$ cat config.mk
export PLATFORM = sky130hd
export DESIGN_NAME = checked_integer_alu
export DESIGN_NICKNAME = d
export VERILOG_FILES = /design/src/rtl/core/cia_pkg.sv /design/src/rtl/core/cia_addsub.sv /design/src/rtl/core/checked_integer_alu.sv
export SDC_FILE = /design/constraint.sdc
export NUM_CORES = 2
export LEC_CHECK = 0
export ABC_CLOCK_PERIOD_IN_PS = 16500
export BUFFER_PORTS_ARGS = -buffer_cell sky130_fd_sc_hd__clkbuf_2
export CAP_MARGIN = 25
export CORE_MARGIN = 5
export CORE_UTILIZATION = 45
export DETAILED_ROUTE_END_ITERATION = 8
export PLACE_DENSITY = 0.68
export SLEW_MARGIN = 20
export SYNTH_ARGS = -nofsm -noshare
export SYNTH_HDL_FRONTEND = slang
export SYNTH_SLANG_ARGS = --single-unit
$ cat constraint.sdc
create_clock -name clk -period 16.5 [get_ports clk]
set_clock_uncertainty 0.15 [all_clocks]
set_input_delay 3.3 -clock clk [delete_from_list [all_inputs] [get_ports clk]]
set_output_delay 3.3 -clock clk [all_outputs]
set_load 0.005 [all_outputs]
$ cat src/rtl/core/cia_pkg.sv
// ----------------------------------------------------------------------------
// cia_pkg
// types, codes and helper functions of the checked integer alu
// ----------------------------------------------------------------------------
`default_nettype none

package cia_pkg;

  // operand and result width, fixed by the item format
  localparam int unsigned DATA_W = 64;
  // width of the shared adder operands: one guard bit over the data
  localparam int unsigned UNIT_W = DATA_W + 1;
  // largest factorial argument that fits
  localparam logic [DATA_W-1:0] FACT_MAX = 64'd20;
  localparam logic [DATA_W-1:0] SIGN_BIT = 64'h8000_0000_0000_0000;

  // operation codes
  localparam logic [2:0] OP_ADD  = 3'd0;
  localparam logic [2:0] OP_SUB  = 3'd1;
  localparam logic [2:0] OP_MUL  = 3'd2;
  localparam logic [2:0] OP_DIV  = 3'd3;
  localparam logic [2:0] OP_POW  = 3'd4;
  localparam logic [2:0] OP_FACT = 3'd5;

  // status codes
  localparam logic [1:0] ST_OK   = 2'd0;
  localparam logic [1:0] ST_OVF  = 2'd1;
  localparam logic [1:0] ST_DIV0 = 2'd2;
  localparam logic [1:0] ST_NEG  = 2'd3;

  typedef struct packed {
    logic [2:0]               op;
    logic signed [DATA_W-1:0] operand_a;
    logic signed [DATA_W-1:0] operand_b;
  } cmd_t;

  typedef struct packed {
    logic signed [DATA_W-1:0] result;
    logic [1:0]               status;
  } rsp_t;

  // result item, value forced to zero on any error
  function automatic rsp_t mk(input logic [DATA_W-1:0] v, input logic [1:0] st);
    rsp_t r;
    r.result = (st == ST_OK) ? v : '0;
    r.status = st;
    return r;
  endfunction

  // magnitude of a two's complement value, most negative value maps to 2^63
  function automatic logic [DATA_W-1:0] mag(input logic [DATA_W-1:0] x);
    return x[DATA_W-1] ? (64'd0 - x) : x;
  endfunction

  // signed result from magnitude and sign, with range check
  function automatic rsp_t fit(input logic [DATA_W-1:0] m, input logic neg,
                               input logic ovf);
    rsp_t r;
    if (ovf || (neg && (m > SIGN_BIT)) || (!neg && m[DATA_W-1])) begin
      r = mk('0, ST_OVF);
    end else begin
      r = mk(neg ? (64'd0 - m) : m, ST_OK);
    end
    return r;
  endfunction

  // factorial table for arguments 0 to 20
  function automatic logic [DATA_W-1:0] fact(input logic [4:0] n);
    logic [DATA_W-1:0] f;
    unique case (n)
      5'd0:    f = 64'd1;
      5'd1:    f = 64'd1;
      5'd2:    f = 64'd2;
      5'd3:    f = 64'd6;
      5'd4:    f = 64'd24;
      5'd5:    f = 64'd120;
      5'd6:    f = 64'd720;
      5'd7:    f = 64'd5040;
      5'd8:    f = 64'd40320;
      5'd9:    f = 64'd362880;
      5'd10:   f = 64'd3628800;
      5'd11:   f = 64'd39916800;
      5'd12:   f = 64'd479001600;
      5'd13:   f = 64'd6227020800;
      5'd14:   f = 64'd87178291200;
      5'd15:   f = 64'd1307674368000;
      5'd16:   f = 64'd20922789888000;
      5'd17:   f = 64'd355687428096000;
      5'd18:   f = 64'd6402373705728000;
      5'd19:   f = 64'd121645100408832000;
      5'd20:   f = 64'd2432902008176640000;
      default: f = '0;
    endcase
    return f;
  endfunction

endpackage

`default_nettype wire

$ cat src/rtl/core/cia_addsub.sv
// ----------------------------------------------------------------------------
// cia_addsub
// shared 65-bit adder with carry in and carry out, used for add, subtract,
// shift-add multiply steps and restoring divide steps
// ----------------------------------------------------------------------------
`default_nettype none

module cia_addsub (
  input  wire logic [cia_pkg::UNIT_W-1:0] x,
  input  wire logic [cia_pkg::UNIT_W-1:0] y,
  input  wire logic                       cin,
  output logic      [cia_pkg::UNIT_W:0]   sum
);

  // full width sum, top bit is the carry out
  assign sum = {1'b0, x} + {1'b0, y} + {{cia_pkg::UNIT_W{1'b0}}, cin};

endmodule

`default_nettype wire

$ cat src/rtl/core/checked_integer_alu.sv
// ----------------------------------------------------------------------------
// checked_integer_alu
// 64-bit signed alu with overflow, divide-by-zero and negative argument checks
// ----------------------------------------------------------------------------
// A command is taken when start is high and busy is low; exactly one result
// follows, shown on rsp for one cycle with done high, and it must be captured
// then since the block cannot be held off. Factorial, unused codes and
// commands settled at once (divide by zero, negative exponent, trivial powers,
// exponents above 63) give done in the cycle after the transfer; add and
// subtract first pass through the add state. Multiply and divide run 64
// shift-add or restoring steps through the one 65-bit adder. Power squares and
// multiplies over the six exponent bits, each multiply again 64 steps of that
// adder; these adder steps make up the bulk of every long command. A new
// command may be given in the cycle that done is high.
`default_nettype none

module checked_integer_alu (
  input  wire logic          clk,
  input  wire logic          rst,
  input  wire logic          start,
  output logic               busy,
  input  wire cia_pkg::cmd_t cmd,
  output logic               done,
  output cia_pkg::rsp_t      rsp
);

  localparam logic [2:0] S_IDLE = 3'd0;
  localparam logic [2:0] S_ADD  = 3'd1;
  localparam logic [2:0] S_MUL  = 3'd2;
  localparam logic [2:0] S_DIV  = 3'd3;
  localparam logic [2:0] S_POW  = 3'd4;
  localparam logic [2:0] S_PADV = 3'd5;

  localparam int unsigned CNT_W = $clog2(cia_pkg::DATA_W);
  localparam logic [CNT_W-1:0] STEP_LAST = CNT_W'(cia_pkg::DATA_W - 1);
  localparam logic [2:0] BIT_TOP = 3'd5;

  logic [2:0]                   state;
  logic [2:0]                   op_r;
  logic [cia_pkg::DATA_W-1:0]   hi;
  logic [cia_pkg::DATA_W-1:0]   lo;
  logic [cia_pkg::DATA_W-1:0]   mx;
  logic [cia_pkg::DATA_W-1:0]   acc;
  logic [cia_pkg::DATA_W-1:0]   base;
  logic [5:0]                   expo;
  logic [2:0]                   bit_idx;
  logic                         pow_sq;
  logic                         pow_base_mul;
  logic                         neg;
  logic [CNT_W-1:0]             cnt;

  logic [cia_pkg::UNIT_W-1:0]   ux;
  logic [cia_pkg::UNIT_W-1:0]   uy;
  logic                         ucin;
  logic [cia_pkg::UNIT_W:0]     usum;

  logic [cia_pkg::DATA_W-1:0]   hi_mul;
  logic [cia_pkg::DATA_W-1:0]   lo_mul;
  logic [cia_pkg::DATA_W-1:0]   hi_div;
  logic [cia_pkg::DATA_W-1:0]   lo_div;
  logic                         no_borrow;
  logic                         add_ovf;
  logic                         accept;

  assign busy   = (state != S_IDLE);
  assign accept = start && !busy;

  // operand selection for the shared adder
  always_comb begin
    unique case (state)
      S_ADD: begin
        ux   = {hi[cia_pkg::DATA_W-1], hi};
        uy   = (op_r == cia_pkg::OP_SUB) ? ~{lo[cia_pkg::DATA_W-1], lo}
                                         : {lo[cia_pkg::DATA_W-1], lo};
        ucin = (op_r == cia_pkg::OP_SUB);
      end
      S_DIV: begin
        ux   = {hi, lo[cia_pkg::DATA_W-1]};
        uy   = ~{1'b0, mx};
        ucin = 1'b1;
      end
      default: begin
        ux   = {1'b0, hi};
        uy   = lo[0] ? {1'b0, mx} : '0;
        ucin = 1'b0;
      end
    endcase
  end

  cia_addsub u_addsub (
    .x   (ux),
    .y   (uy),
    .cin (ucin),
    .sum (usum)
  );

  // next step values of the multiply and divide registers
  assign hi_mul    = usum[cia_pkg::UNIT_W-1:1];
  assign lo_mul    = {usum[0], lo[cia_pkg::DATA_W-1:1]};
  assign no_borrow = usum[cia_pkg::UNIT_W];
  assign hi_div    = no_borrow ? usum[cia_pkg::DATA_W-1:0]
                               : {hi[cia_pkg::DATA_W-2:0], lo[cia_pkg::DATA_W-1]};
  assign lo_div    = {lo[cia_pkg::DATA_W-2:0], no_borrow};
  assign add_ovf   = usum[cia_pkg::DATA_W] ^ usum[cia_pkg::DATA_W-1];

  // sequencer
  always_ff @(posedge clk) begin
    if (rst) begin
      state <= S_IDLE;
      done  <= 1'b0;
    end else begin
      done <= 1'b0;
      unique case (state)
        S_IDLE: begin
          if (accept) begin
            op_r <= cmd.op;
            unique case (cmd.op)
              cia_pkg::OP_ADD, cia_pkg::OP_SUB: begin
                hi    <= cmd.operand_a;
                lo    <= cmd.operand_b;
                state <= S_ADD;
              end
              cia_pkg::OP_MUL: begin
                mx    <= cia_pkg::mag(cmd.operand_a);
                lo    <= cia_pkg::mag(cmd.operand_b);
                hi    <= '0;
                neg   <= cmd.operand_a[cia_pkg::DATA_W-1] ^ cmd.operand_b[cia_pkg::DATA_W-1];
                cnt   <= '0;
                state <= S_MUL;
              end
              cia_pkg::OP_DIV: begin
                if (cmd.operand_b == '0) begin
                  done <= 1'b1;
                  rsp  <= cia_pkg::mk('0, cia_pkg::ST_DIV0);
                end else begin
                  mx    <= cia_pkg::mag(cmd.operand_b);
                  lo    <= cia_pkg::mag(cmd.operand_a);
                  hi    <= '0;
                  neg   <= cmd.operand_a[cia_pkg::DATA_W-1] ^ cmd.operand_b[cia_pkg::DATA_W-1];
                  cnt   <= '0;
                  state <= S_DIV;
                end
              end
              cia_pkg::OP_POW: begin
                // trivial and out-of-range powers are settled at once
                priority if (cmd.operand_b[cia_pkg::DATA_W-1]) begin
                  done <= 1'b1;
                  rsp  <= cia_pkg::mk('0, cia_pkg::ST_NEG);
                end else if (cmd.operand_b == '0) begin
                  done <= 1'b1;
                  rsp  <= cia_pkg::mk(64'd1, cia_pkg::ST_OK);
                end else if (cmd.operand_a == '0 || cmd.operand_a == 64'sd1) begin
                  done <= 1'b1;
                  rsp  <= cia_pkg::mk(cmd.operand_a, cia_pkg::ST_OK);
                end else if (cmd.operand_a == '1) begin
                  done <= 1'b1;
                  rsp  <= cia_pkg::mk(cmd.operand_b[0] ? '1 : 64'd1, cia_pkg::ST_OK);
                end else if (cmd.operand_b[cia_pkg::DATA_W-2:6] != '0) begin
                  done <= 1'b1;
                  rsp  <= cia_pkg::mk('0, cia_pkg::ST_OVF);
                end else begin
                  base    <= cia_pkg::mag(cmd.operand_a);
                  acc     <= 64'd1;
                  expo    <= cmd.operand_b[5:0];
                  bit_idx <= BIT_TOP;
                  pow_sq  <= 1'b1;
                  neg     <= cmd.operand_a[cia_pkg::DATA_W-1] & cmd.operand_b[0];
                  state   <= S_POW;
                end
              end
              cia_pkg::OP_FACT: begin
                done <= 1'b1;
                priority if (cmd.operand_a[cia_pkg::DATA_W-1]) begin
                  rsp <= cia_pkg::mk('0, cia_pkg::ST_NEG);
                end else if (cmd.operand_a > cia_pkg::FACT_MAX) begin
                  rsp <= cia_pkg::mk('0, cia_pkg::ST_OVF);
                end else begin
                  rsp <= cia_pkg::mk(cia_pkg::fact(cmd.operand_a[4:0]), cia_pkg::ST_OK);
                end
              end
              default: begin
                // unused codes give zero with ok status
                done <= 1'b1;
                rsp  <= cia_pkg::mk('0, cia_pkg::ST_OK);
              end
            endcase
          end
        end
        S_ADD: begin
          done  <= 1'b1;
          rsp   <= cia_pkg::mk(usum[cia_pkg::DATA_W-1:0],
                               add_ovf ? cia_pkg::ST_OVF : cia_pkg::ST_OK);
          state <= S_IDLE;
        end
        S_MUL: begin
          // one shift-add step per cycle, 128-bit product in hi and lo
          hi  <= hi_mul;
          lo  <= lo_mul;
          cnt <= cnt + 1'b1;
          if (cnt == STEP_LAST) begin
            if (op_r == cia_pkg::OP_MUL) begin
              done  <= 1'b1;
              rsp   <= cia_pkg::fit(lo_mul, neg, hi_mul != '0);
              state <= S_IDLE;
            end else if (hi_mul != '0) begin
              done  <= 1'b1;
              rsp   <= cia_pkg::mk('0, cia_pkg::ST_OVF);
              state <= S_IDLE;
            end else begin
              acc   <= lo_mul;
              state <= pow_base_mul ? S_PADV : S_POW;
            end
          end
        end
        S_DIV: begin
          // one restoring step per cycle, quotient shifts into lo
          hi  <= hi_div;
          lo  <= lo_div;
          cnt <= cnt + 1'b1;
          if (cnt == STEP_LAST) begin
            done  <= 1'b1;
            rsp   <= cia_pkg::fit(lo_div, neg, 1'b0);
            state <= S_IDLE;
          end
        end
        S_POW: begin
          // square the accumulator, then multiply by the base if the bit is set
          priority if (pow_sq) begin
            mx           <= acc;
            lo           <= acc;
            hi           <= '0;
            cnt          <= '0;
            pow_sq       <= 1'b0;
            pow_base_mul <= 1'b0;
            state        <= S_MUL;
          end else if (expo[bit_idx]) begin
            mx           <= base;
            lo           <= acc;
            hi           <= '0;
            cnt          <= '0;
            pow_base_mul <= 1'b1;
            state        <= S_MUL;
          end else begin
            state <= S_PADV;
          end
        end
        S_PADV: begin
          // move to the next lower exponent bit or finish
          if (bit_idx == '0) begin
            done  <= 1'b1;
            rsp   <= cia_pkg::fit(acc, neg, 1'b0);
            state <= S_IDLE;
          end else begin
            bit_idx <= bit_idx - 1'b1;
            pow_sq  <= 1'b1;
            state   <= S_POW;
          end
        end
        default: begin
          state <= S_IDLE;
        end
      endcase
    end
  end

endmodule

`default_nettype wire

==> metrics <==
crit path time final 10.75 ns; Vias/cell 6.94; Hold WC Path Type flip-flop to flip-flop; Die H 296 µm; Most used DFF post-synth edfxtp_1; final core occ 49.6%; Root Driver clkbuf_16; synth warn 0; fillcell total 7865; top cell type's share of synthesized area 33.2%; Die W 296 µm; biggest area consumer among synthesized cells edfxtp_1; Post-Syn Area 0.0368 mm²; RSZ-0062 raised after global routing false; Setup Total Neg Slack 0 ns; largest family of logic cells by synthesized area compound AO/OA/AOI/OAI gates; critical path buffer and inverter count 5; Synth top cells by count nand2_1, o21ai_0, edfxtp_1; Slew Limit Headroom 20.0%; Req. time, crit path 16.59 ns; maximum clock path buffer count 3; fraction of layout instances using a drive strength above 1 9.89%; vias post-DR 38.6k; Slew @ Worst Pin 1.19 ns; DP HPWL 132 mm; crit start category flip-flop; EDFF count, synth 407; post-CTS setup buffers 0; number of global-route vias before repair 34.7k; final cell count without fillers 5560; Hold Crit Start cnt[0]; Tot GR Track Use 38.6%; sequential fraction of the synthesis area 33.4%; Avg Cell Area, Syn 8.13 µm²; Die Area 0.0876 mm²; initial antenna violation count 7; fin. max-slew vios 0; largest net degree at the start of global routing 142; status finished, final reports clean; H-tree Lvls 2; VDD IR-drop max 0.0829 mV; gate count of the mapped netlist 4529; total wire length 177 mm; row cnt 104; # port buffers 201; Placed Instances 5468; Synth Register Bits 411; CTS tree built; crit path max fanout 80; clk_lat worst skew 0.63 ns; First-pass DRT Iterations 7; routed len/inst 31.8 µm; multiplexer area fraction after synthesis 3.82%; FFs w/ async S/R, synth 0%; worst path arrival time 10.84 ns; starting density of the core 45.6%; FMAX 93.0 MHz; CP peak stage delay 0.86 ns; Hold Vio Cnt, Final 0; CP Launch Point state[0]; post-cts resize count 0; Final Cycle Share 65.2%; Sink Count 411; CTS Hold Bufs 0; total power density per cell area 85.2 mW/mm²; compound-gate portion of the synthesized area 25.0%; Worst Setup Path Type flip-flop to flip-flop; CTS Buf Count 49; Worst-path clk slew 0.06 ns; simple-gate share of the synthesized area 19.7%; ANT nets after route 0; crit end category flip-flop; CP top delay family simple AND/OR/NAND/NOR gates; 1st-iter DRT viols 6796; CP max stage cell o311ai_0; Overflow after GRT 0; Setup-failing EPs final 0; post-synthesis net count 4749; leakage 15.1 nW; Synth Area in Adders 2.96%; I/O pins 202; max_cap viols 0; drt drc 0; Final nets 4680; Placer Congestion 1.02; post-synth cell types 86; core area 0.0808 mm²; FF-to-FF Start state[0]; most common cell in the synthesized netlist nand2_1; Area contributors post-synth edfxtp_1, nand2_1, o21ai_0; xor/xnor share of the synthesized area 10.1%; Layout area overhead 8.91%; first-pass GRT wire length 250 mm
kinds of logic (layout without fill, tap and decap cells):
group | Yosys count | after routing
simple gates | 1568 | 1568
compound gates | 1421 | 1421
fa+ha+maj | 86 | 86
other cells | 0 | 1
mux | 138 | 138
xor+xnor | 423 | 423
flops | 411 | 411
buf+inv | 482 | 452
flip-flops by register name, indices dropped and copies added (netlist names):
name and count:
neg 1, mx 64, bit_idx 3, rsp 66, lo 64, expo 6
pow_base_mul 1, base 64, state 3, cnt 6, pow_sq 1, done 1
hi 64, op_r 3, acc 64
cell type report:
type	instances	area, µm²	area share, %
clock inverters	39	457	1.14
repair buffers	282	1670	4.16
inverters	80	303	0.755
flip-flops and latches	411	12300	30.7
well taps	1060	1330	3.31
diodes	1	2.50	0.00624
multi-input cells	3636	22800	56.9
clock buffers	51	1230	3.08
placed cells by master (no fill, tap or decap), types with 39 or more instances in the layout:
| cell | netlist | layout |
|---|---|---|
| nand3_1 | 62 | 62 |
| o211ai_1 | 93 | 93 |
| inv_1 | 78 | 76 |
| edfxtp_1 | 407 | 407 |
| xnor2_1 | 209 | 209 |
| nor3_1 | 79 | 78 |
| o21ai_0 | 415 | 412 |
| and3_1 | 71 | 70 |
| a21oi_1 | 262 | 261 |
| a221oi_1 | 66 | 66 |
| or3_1 | 70 | 70 |
| nor2_1 | 289 | 282 |
| buf_4 | 5 | 78 |
| clkbuf_16 | 0 | 49 |
| clkbuf_2 | 0 | 201 |
| ha_1 | 84 | 84 |
| xor2_1 | 214 | 214 |
| nand4_1 | 57 | 57 |
| o22ai_1 | 94 | 94 |
| mux2i_1 | 127 | 127 |
| o31ai_1 | 84 | 84 |
| o221ai_1 | 82 | 82 |
| nand2_1 | 728 | 727 |
| a21o_1 | 39 | 39 |
| a211oi_1 | 62 | 61 |
worst register-to-register path, delay by kind of cell, from the launching register on:
family	cells	cell delay, ns
buffers and inverters	5	2.88
and+or+nand+nor	12	3.02
AOI/OAI and AO/OA	8	2.90
xor gates and xnor gates	1	0.15
DFF	1	0.67
adders and majority gates	2	0.53
routing by layer:
metal	vias to the layer above	global-route usage [%]	part of all wire (%)
li1	16700	-	-
met1	18200	55.4	39
met2	3231	52.8	39
met3	431	14.3	17
met4	4	14.4	4.9
met5	-	0	0.015
where the power goes:
group	total (mW)	leakage, nW	internal (mW)	switching (mW)
clock network	1.18	0.826	0.676	0.501
registers	1.27	3.89	1.21	0.0602
logic	0.972	10.4	0.291	0.681
total	3.42	15.1	2.18	1.24
worst paths after layout:
check | endpoint | slack (ns) | cells past startpoint
worst min register to register | cnt[0] | 0.45 | 1
worst max register to register | acc[44] | 5.75 | 28
worst min-delay path | cnt[0] | 0.45 | 1
worst max-delay path | acc[44] | 5.75 | 28
through the flow:
step | area, µm² | total power [mW] | setup slack, ns | hold slack, ns
2_1_floorplan | 36800 | 1.83 | 2.98 | 0.413
3_3_place_gp | 38300 | 2.20 | 6.46 | 0.432
3_5_place_dp | 38400 | 2.20 | 6.20 | 0.436
4_1_cts | 40100 | 3.36 | 6.18 | 0.445
5_1_grt | 40100 | 3.50 | 5.37 | 0.467
6_report | 40100 | 3.42 | 5.75 | 0.450
No activity file was read; power rests on OpenSTA's default activity.
